### config.mk
export PLATFORM = sky130hd
export DESIGN_NAME = vgs_hit
export DESIGN_NICKNAME = d
export VERILOG_FILES = /design/src/rtl/vgs_pkg.sv /design/src/rtl/vgs_hit.sv
export SDC_FILE = /design/constraint.sdc
export NUM_CORES = 2
export LEC_CHECK = 0
export BUFFER_PORTS_ARGS = -buffer_cell sky130_fd_sc_hd__buf_2
export CORE_MARGIN = 2
export CORE_UTILIZATION = 30
export CTS_CLUSTER_SIZE = 25
export DETAILED_ROUTE_END_ITERATION = 16
export SLEW_MARGIN = 5
export SYNTH_ARGS = -nofsm -noshare
export SYNTH_HDL_FRONTEND = slang
export SYNTH_SLANG_ARGS = --single-unit
### constraint.sdc
create_clock -name clk_i -period 8.5 [get_ports clk_i]
set_input_delay 0.425 -clock clk_i [delete_from_list [all_inputs] [get_ports clk_i]]
set_output_delay 0.425 -clock clk_i [all_outputs]
set_load 0.01 [all_outputs]
### src/rtl/vgs_pkg.sv
// Shared constants, types and helper functions of the voxel grid store and collision core.
// No dependencies; vgs_hit and the top level import this package (vgs_ram does not).
package vgs_pkg;

  localparam int unsigned GRID_DIM  = 16;                 // cells per axis
  localparam int unsigned CELL_W    = $clog2(GRID_DIM);
  localparam int unsigned ADDR_W    = 3 * CELL_W;
  localparam int unsigned CELLS     = GRID_DIM * GRID_DIM * GRID_DIM;
  localparam int unsigned TYPE_W    = 2;
  localparam int unsigned KIND_W    = 3;
  localparam int unsigned VAL_W     = 8;
  localparam int unsigned POS_W     = 32;
  localparam int unsigned ORG_W     = 24;
  localparam int unsigned FRAC_W    = 8;
  localparam int unsigned REL_W     = POS_W + 1;          // position minus origin
  localparam int unsigned FL_W      = REL_W - FRAC_W;     // whole-cell part
  localparam int unsigned DIST_W    = 18;
  localparam int unsigned SQ_W      = 2 * DIST_W;
  localparam int unsigned RAD_W     = 16;
  localparam int unsigned R2_W      = 2 * RAD_W;
  localparam int unsigned CFG_IDX_W = 2;
  localparam int unsigned IN_W      = 232;
  localparam int unsigned OUT_W     = 8;

  localparam logic [CELL_W-1:0] CELL_MAX     = CELL_W'(GRID_DIM - 1);
  localparam logic [CELL_W-1:0] CLAMP_HI     = CELL_W'(GRID_DIM - 2);
  localparam logic [CELL_W-1:0] CLAMP_HI_BOX = CELL_W'(GRID_DIM - 3);
  localparam logic [CELL_W-1:0] GROUND_ROWS  = CELL_W'(5);

  localparam logic [TYPE_W-1:0] TYPE_EMPTY  = 2'd0;
  localparam logic [TYPE_W-1:0] TYPE_GROUND = 2'd1;
  localparam logic [TYPE_W-1:0] TYPE_FILL   = 2'd2;

  localparam logic [DIST_W-1:0] DIST_SAT = DIST_W'(1) << (DIST_W - 1);

  localparam logic [CFG_IDX_W-1:0] CFG_ORIGIN_X = 2'd0;
  localparam logic [CFG_IDX_W-1:0] CFG_ORIGIN_Y = 2'd1;
  localparam logic [CFG_IDX_W-1:0] CFG_ORIGIN_Z = 2'd2;

  typedef enum logic [KIND_W-1:0] {
    KIND_WRITE  = 3'd0,
    KIND_READ   = 3'd1,
    KIND_FILL   = 3'd2,
    KIND_SURR   = 3'd3,
    KIND_SPHERE = 3'd4,
    KIND_BOX    = 3'd5
  } kind_e;

  typedef enum logic [3:0] {
    ST_CLEAR, ST_IDLE, ST_RD, ST_WB, ST_FILL, ST_SURR, ST_SDRAIN,
    ST_PREP1, ST_PREP2, ST_SCAN, ST_DRAIN, ST_OUT
  } state_e;

  typedef struct packed {
    logic              rejected;
    logic              hit;
    logic              surrounded;
    logic              changed;
    logic [TYPE_W-1:0] block_type;
  } result_t;

  // one scanned cell on its way into the hit unit
  typedef struct packed {
    logic              valid;
    logic              box;
    logic [2:0]        box_ok;
    logic [DIST_W-1:0] dx;
    logic [DIST_W-1:0] dy;
    logic [DIST_W-1:0] dz;
  } probe_t;

  function automatic logic [ADDR_W-1:0] cell_addr(logic [CELL_W-1:0] x, logic [CELL_W-1:0] y,
                                                  logic [CELL_W-1:0] z);
    return {y, x, z};
  endfunction

  function automatic logic [TYPE_W-1:0] fill_type(logic [CELL_W-1:0] y, logic [VAL_W-1:0] h);
    if ({{(VAL_W-CELL_W){1'b0}}, y} > h) return TYPE_EMPTY;
    return (y < GROUND_ROWS) ? TYPE_GROUND : TYPE_FILL;
  endfunction

  // position relative to the chunk origin, 8 fraction bits
  function automatic logic signed [REL_W-1:0] rel_pos(logic [POS_W-1:0] p, logic [ORG_W-1:0] o);
    return $signed({p[POS_W-1], p}) - $signed({o[ORG_W-1], o, {FRAC_W{1'b0}}});
  endfunction

  // floor to whole cells, clamped to 1..hi
  function automatic logic [CELL_W-1:0] clamp_cell(logic signed [REL_W-1:0] t,
                                                   logic [CELL_W-1:0] hi);
    logic signed [FL_W-1:0] f;
    f = $signed(t[REL_W-1:FRAC_W]);
    if (f < $signed(FL_W'(1))) return CELL_W'(1);
    if (f > $signed({{(FL_W-CELL_W){1'b0}}, hi})) return hi;
    return f[CELL_W-1:0];
  endfunction

  function automatic logic signed [REL_W:0] cube_lo(logic [CELL_W-1:0] c);
    return $signed({{(REL_W+1-CELL_W-FRAC_W){1'b0}}, c, {FRAC_W{1'b0}}});
  endfunction

  // distance from a point to a unit cell along one axis, saturated
  function automatic logic [DIST_W-1:0] axis_dist(logic signed [REL_W-1:0] t,
                                                  logic [CELL_W-1:0] c);
    logic signed [REL_W:0] lo;
    logic signed [REL_W:0] hi;
    logic signed [REL_W:0] d;
    lo = cube_lo(c);
    hi = lo + (REL_W+1)'(1 << FRAC_W);
    if (t < lo) d = lo - t;
    else if (t > hi) d = t - hi;
    else d = '0;
    return (|d[REL_W:DIST_W-1]) ? DIST_SAT : d[DIST_W-1:0];
  endfunction

  // strict overlap of box interval with a unit cell along one axis
  function automatic logic box_axis(logic signed [REL_W-1:0] ta, logic signed [REL_W-1:0] tb,
                                    logic [CELL_W-1:0] c);
    logic signed [REL_W:0] lo;
    lo = cube_lo(c);
    return (tb > lo) && (ta < lo + (REL_W+1)'(1 << FRAC_W));
  endfunction

endpackage

### src/rtl/vgs_hit.sv
// Hit evaluation pipeline for sphere and box scans: squares, sum, compare, sticky hit.
// Depends on vgs_pkg.
module vgs_hit (
  input  logic                    clk_i,
  input  logic                    rst_ni,
  input  logic                    clr_i,
  input  vgs_pkg::probe_t         probe_i,
  input  logic [vgs_pkg::TYPE_W-1:0] rdata_i,
  input  logic [vgs_pkg::R2_W-1:0]   r2_i,
  output logic                    hit_o
);
  import vgs_pkg::*;

  probe_t            p_q;
  logic              s_vld_q, s_box_q, s_box_ok_q;
  logic [SQ_W-1:0]   sqx_q, sqy_q, sqz_q;
  logic [SQ_W-1:0]   sum;
  logic              cell_hit;
  logic              hit_q;

  // stage A: probe aligned with the memory read
  always_ff @(posedge clk_i or negedge rst_ni) begin
    if (!rst_ni) begin
      p_q <= '0;
    end else begin
      p_q <= probe_i;
    end
  end

  // stage B: occupancy and squares
  always_ff @(posedge clk_i or negedge rst_ni) begin
    if (!rst_ni) begin
      s_vld_q <= 1'b0;
    end else begin
      s_vld_q <= p_q.valid && (rdata_i != TYPE_EMPTY);
    end
  end

  always_ff @(posedge clk_i) begin
    s_box_q    <= p_q.box;
    s_box_ok_q <= &p_q.box_ok;
    sqx_q      <= p_q.dx * p_q.dx;
    sqy_q      <= p_q.dy * p_q.dy;
    sqz_q      <= p_q.dz * p_q.dz;
  end

  // stage C: compare and accumulate
  assign sum      = sqx_q + sqy_q + sqz_q;
  assign cell_hit = s_box_q ? s_box_ok_q : (sum <= {{(SQ_W-R2_W){1'b0}}, r2_i});

  always_ff @(posedge clk_i or negedge rst_ni) begin
    if (!rst_ni) begin
      hit_q <= 1'b0;
    end else if (clr_i) begin
      hit_q <= 1'b0;
    end else if (s_vld_q && cell_hit) begin
      hit_q <= 1'b1;
    end
  end

  assign hit_o = hit_q;

endmodule
; Yosys cells after proc, flatten, opt, wreduce, memory -nomap -nowiden
; Index checks and enable logic that the tools add are counted.
[word_totals]
regBits = 171
in_bits = 96
out_inout_bits = 1
elab_cells = 27
[op_classes]
n_addsub = 2
n_mul = 3
n_lt_le_gt_ge = 1
muxes = 3
n_reduce_logical = 5
[op_table]
columns = cell, n
row1 = multiplier 18 x 18 -> 36 bit, 3
row2 = adder 36 bit, 2
row3 = less-or-equal comparator 36 x 32 -> 1 bit, 1
row4 = nonzero test 2 bit, 2
row5 = two-way mux 1 bit, 3
row6 = AND reduction 3 bit, 1
row7 = logical AND 1 bit, 2

; Longest topological paths before layout
[logic_depth]
ltp_word = 7
depth_mapped = 27
depth_no_buf = 25

; Worst setup path before layout
; Ideal clock, no wire load.
[synth_timing]
kind = register to register
startpoint = reg p_q[8] in the netlist's numbering
endpoint = reg sqz_q[34]
setup_ps = 72
arrival_ps = 6144
t_required_ps = 8428
path_slack_ps = 2284
stages_incl_launch_ff = 23
synth_period_minus_slack_ps = 6216
cell_sequence = dfrtp_1 -> clkbuf_1 -> nand2_1 -> fa_1 -> inv_1 -> fa_1 -> inv_1 -> fa_1 -> fa_1 -> inv_1 -> fa_1 -> fa_1 -> ha_1 -> a21o_1 -> a21o_1 -> a21oi_1 -> o21ai_0 -> nor4b_1 -> o311a_1 -> o21ai_0 -> a31o_2 -> a21oi_1 -> xnor2_1
[synth_between]
elab_chain_len = 1
[synth_rtl]
columns = item, line_no
row1 = from (decl), vgs_hit.sv:14  ; probe_t p_q;
row2 = from (signal assigned), vgs_hit.sv:26  ; p_q <= probe_i;
row3 = multiplier 18 x 18 -> 36 bit, vgs_hit.sv:44  ; sqz_q <= p_q.dz * p_q.dz;
row4 = to (signal assigned), vgs_hit.sv:44
row5 = to (decl), vgs_hit.sv:16  ; logic [SQ_W-1:0] sqx_q, sqy_q, sqz_q;
; No other way between the ends.
; A chain may end at the register's enable or synchronous reset.

; Final worst setup path
[layout_timing]
startpoint = reg p_q[4] in the netlist's numbering
endpoint = reg sqz_q[26]
; The elaborated chain is that of the path after synthesis.

==> results.cfg <==
[status]
status = finished clean

[sta]
finalCriticalPeriod_ns = 7.126
worst_slew_pin_slew_ns = 0.9029
fin_ws_ns = 1.374
fmax_mhz = 140.3
hold_viol_final = 0
holdWs_ns = 0.03094
timing_max_transition_violations_final = 0
rsz0062_at_grt = false
fin_skew_ns = 0.02164
timing.slew.headroom_pct = 39.81
period_share_pct = 83.83
finalSetupViolCount = 0
tns_ns = 0

[logic_synthesis]
yosysSeqAreaShare_pct = 10.94
ys_types = 66
syn_avg_cell_area_sq_um = 9.508
syn_inst = 3527
synthArstFlopShare_pct = 36.31
netlist_area_sq_um = 33540
synth_edf_count = 0
ys_warn_count = 0
ys_ff_latch = 168
synth_flop_cell = dfxtp_1

[cells_and_area]
final_cell_mix = 976 x inv_1, 687 x fa_1, 399 x ha_1
final_common_cell = inv_1
layout.area.seq_sq_um = 3669
nFillCells = 11500
multi_input_area_sq_um = 25960
fin_area_sq_um = 36480
num_antenna_cells = 0
synthToLayoutAreaGrowth_pct = 8.779
nNetsFinal = 4789
layout-drive-gt1-share_pct = 4.254

[placed_design]
place_ws_ns = 1.429
gp_congestion = 0.8616
dp_hpwl_mm = 64.57
placed_area_sq_um = 35680
portBuffers = 96

[critical_path]
cp.arrival_ns = 7.49
crit_top_cell = fa_1
critPathMaxFanout = 19
slowest_delay_ns = 0.79
critPathKind = register to register
cp_slowest_cell = dfrtp_1
required_ns = 8.87
crit_chain = nand2_1 -> fa_1 -> inv_1 -> fa_1 -> inv_1 -> fa_1 -> fa_1 -> inv_1 -> fa_1 -> fa_1 -> ha_1 -> a21o_1 -> a21o_1 -> a21oi_1 -> o21ai_0 -> nor4b_1 -> nor2_1 -> a21o_1 -> a21oi_1 -> o21ai_0 -> xor2_1
crit_path_end_kind = register
worstSetupStartpointType = register

[cts]
path_clk_slew_ns = 0.09
numCtsBuffers = 17
cts_root_buf = clkbuf_16
cts.sink_count = 168
cts_tree = built
cts_max_level = 4
clk_latency_ns = 0.51
ctsLongestPathBuffers = 2
ctsResizeCount = 0

[die]
initial_core_util_pct = 30.26
die_h_um = 338.3
die_x_um = 338.3
rows = 122
core_area_sq_um = 110800
dieArea_sq_um = 114500
pin_count = 97

[detailed_routing]
wl_per_cell_um = 14.94
drt_first_pass_iters = 5
ant_nets = 0
viasPerCell = 4.427
vias = 22620
dr.first_iter.drc_count = 1076
wl_mm = 76.31
drcViolationCount = 0

[global_routing]
grt_max_degree = 44
track_usage_pct = 14.15
antenna_found_initial = 2
grt_pass1_wl_mm = 129.5
grt_overflow_total = 0
grt_pass1_vias = 24640

[run]
drv_cap = 0

[min_path]
hold_path_class = input pin to register
sequential cells by signal, summed over array words and instances (netlist names):
signal      flops
hit_o           1
p_q            59
s_box_ok_q      1
s_box_q         1
s_vld_q         1
sqx_q          35
sqy_q          35
sqz_q          35
cell type report:
type | count | share of cell area (%)
clock buffer | 20 | 1.197
multi-input combinational | 2317 | 71.15
inverter | 976 | 10.04
clock inverter | 12 | 0.3155
sequential | 168 | 10.06
tap | 1488 | 5.104
timing repair buffer | 127 | 2.133
kinds of logic (layout without fill, tap and decap cells):
group / after synthesis / after routing / share of synthesized area (%)
xor gates and xnor gates: 140 / 140 / 3.656
buffers and inverters: 1044 / 1135 / 11.69
DFF: 168 / 168 / 10.94
adders and majority gates: 1086 / 1086 / 55.90
other: 1 / 3 / 0.01118
muxes: 8 / 8 / 0.2500
AOI/OAI and AO/OA: 367 / 367 / 7.182
and+or+nand+nor: 713 / 713 / 10.38
final timing paths:
check	cells past startpoint	from	end	slack (ns)
setup / recovery	21	p_q[4]	sqz_q[26]	1.37
hold / removal	1	probe_i[40]	p_q[40]	0.03
setup reg to reg	21	p_q[4]	sqz_q[26]	1.37
hold reg to reg	1	p_q[58]	s_vld_q	0.46
max in group asynchronous	3	rst_ni	p_q[58]	7.08
min in group asynchronous	2	rst_ni	p_q[32]	0.38
cell usage after synthesis (3+ instances only):
| cell | n | area share [%] |
|---|---|---|
| inv_1 | 976 | 11 |
| fa_1 | 687 | 41 |
| ha_1 | 399 | 15 |
| nand2_1 | 306 | 3.4 |
| and2_1 | 181 | 3.4 |
| dfxtp_1 | 107 | 6.4 |
| a21oi_1 | 106 | 1.6 |
| xnor2_1 | 101 | 2.6 |
| nor2_1 | 88 | 0.98 |
| a21o_1 | 75 | 1.7 |
| clkbuf_1 | 68 | 0.76 |
| dfrtp_1 | 61 | 4.6 |
| o21ai_0 | 57 | 0.85 |
| xor2_1 | 39 | 1.0 |
| nor2b_1 | 26 | 0.49 |
| o21a_1 | 25 | 0.56 |
| nor3_1 | 20 | 0.30 |
| o21bai_1 | 19 | 0.43 |
| nand4_1 | 16 | 0.30 |
| a31oi_1 | 15 | 0.28 |
| nand3_1 | 14 | 0.21 |
| and3_1 | 11 | 0.21 |
| or2_2 | 10 | 0.19 |
| nand2b_1 | 9 | 0.17 |
| or3_1 | 8 | 0.15 |
| a211oi_1 | 7 | 0.16 |
| o211ai_1 | 7 | 0.16 |
| o2111ai_1 | 6 | 0.16 |
| o31ai_1 | 6 | 0.13 |
| a311oi_1 | 5 | 0.13 |
| mux2i_1 | 5 | 0.15 |
| nand3b_1 | 4 | 0.090 |
| nand4b_1 | 4 | 0.10 |
| nor4_1 | 4 | 0.075 |
| a21boi_0 | 3 | 0.067 |
| a31o_2 | 3 | 0.078 |
| and4_1 | 3 | 0.078 |
| mux2_2 | 3 | 0.10 |
| o21ai_1 | 3 | 0.045 |
| o311ai_0 | 3 | 0.078 |
| o31a_1 | 3 | 0.078 |
worst max-delay path, delay by kind of cell, from the launching register on:
family          cells  cell delay (ns)
compound gates      7             1.25
xor+xnor            1             0.17
fa+ha+maj           7             3.52
buf+inv             3             0.17
flops               1             0.79
simple gates        3             1.09
per-stage QoR:
step / util, % / std cells
after floorplan: - / 3529
after global placement: 32.19 / 5051
after detailed placement: 32.19 / 5051
after CTS: 32.92 / 5108
after global routing: 32.92 / 5108
final: 32.92 / 5108
layer usage:
layer | vias up | global-route usage, % | wire, um
li1 | 10790 | - | -
met1 | 11330 | 19.66 | 35220
met2 | 440 | 23.14 | 36050
met3 | 63 | 2.314 | 4035
met4 | 0 | 3.019 | 1004
met5 | - | 0 | 0
what timing repair did:
action	CTS	global route
hold buffers	25	0
setup buffers	0	0
endpoints found under the hold margin	42	0
Power is left out: the tool's default activity adds up to more than one toggle a clock period on the data nets, which glitch-free logic cannot reach.
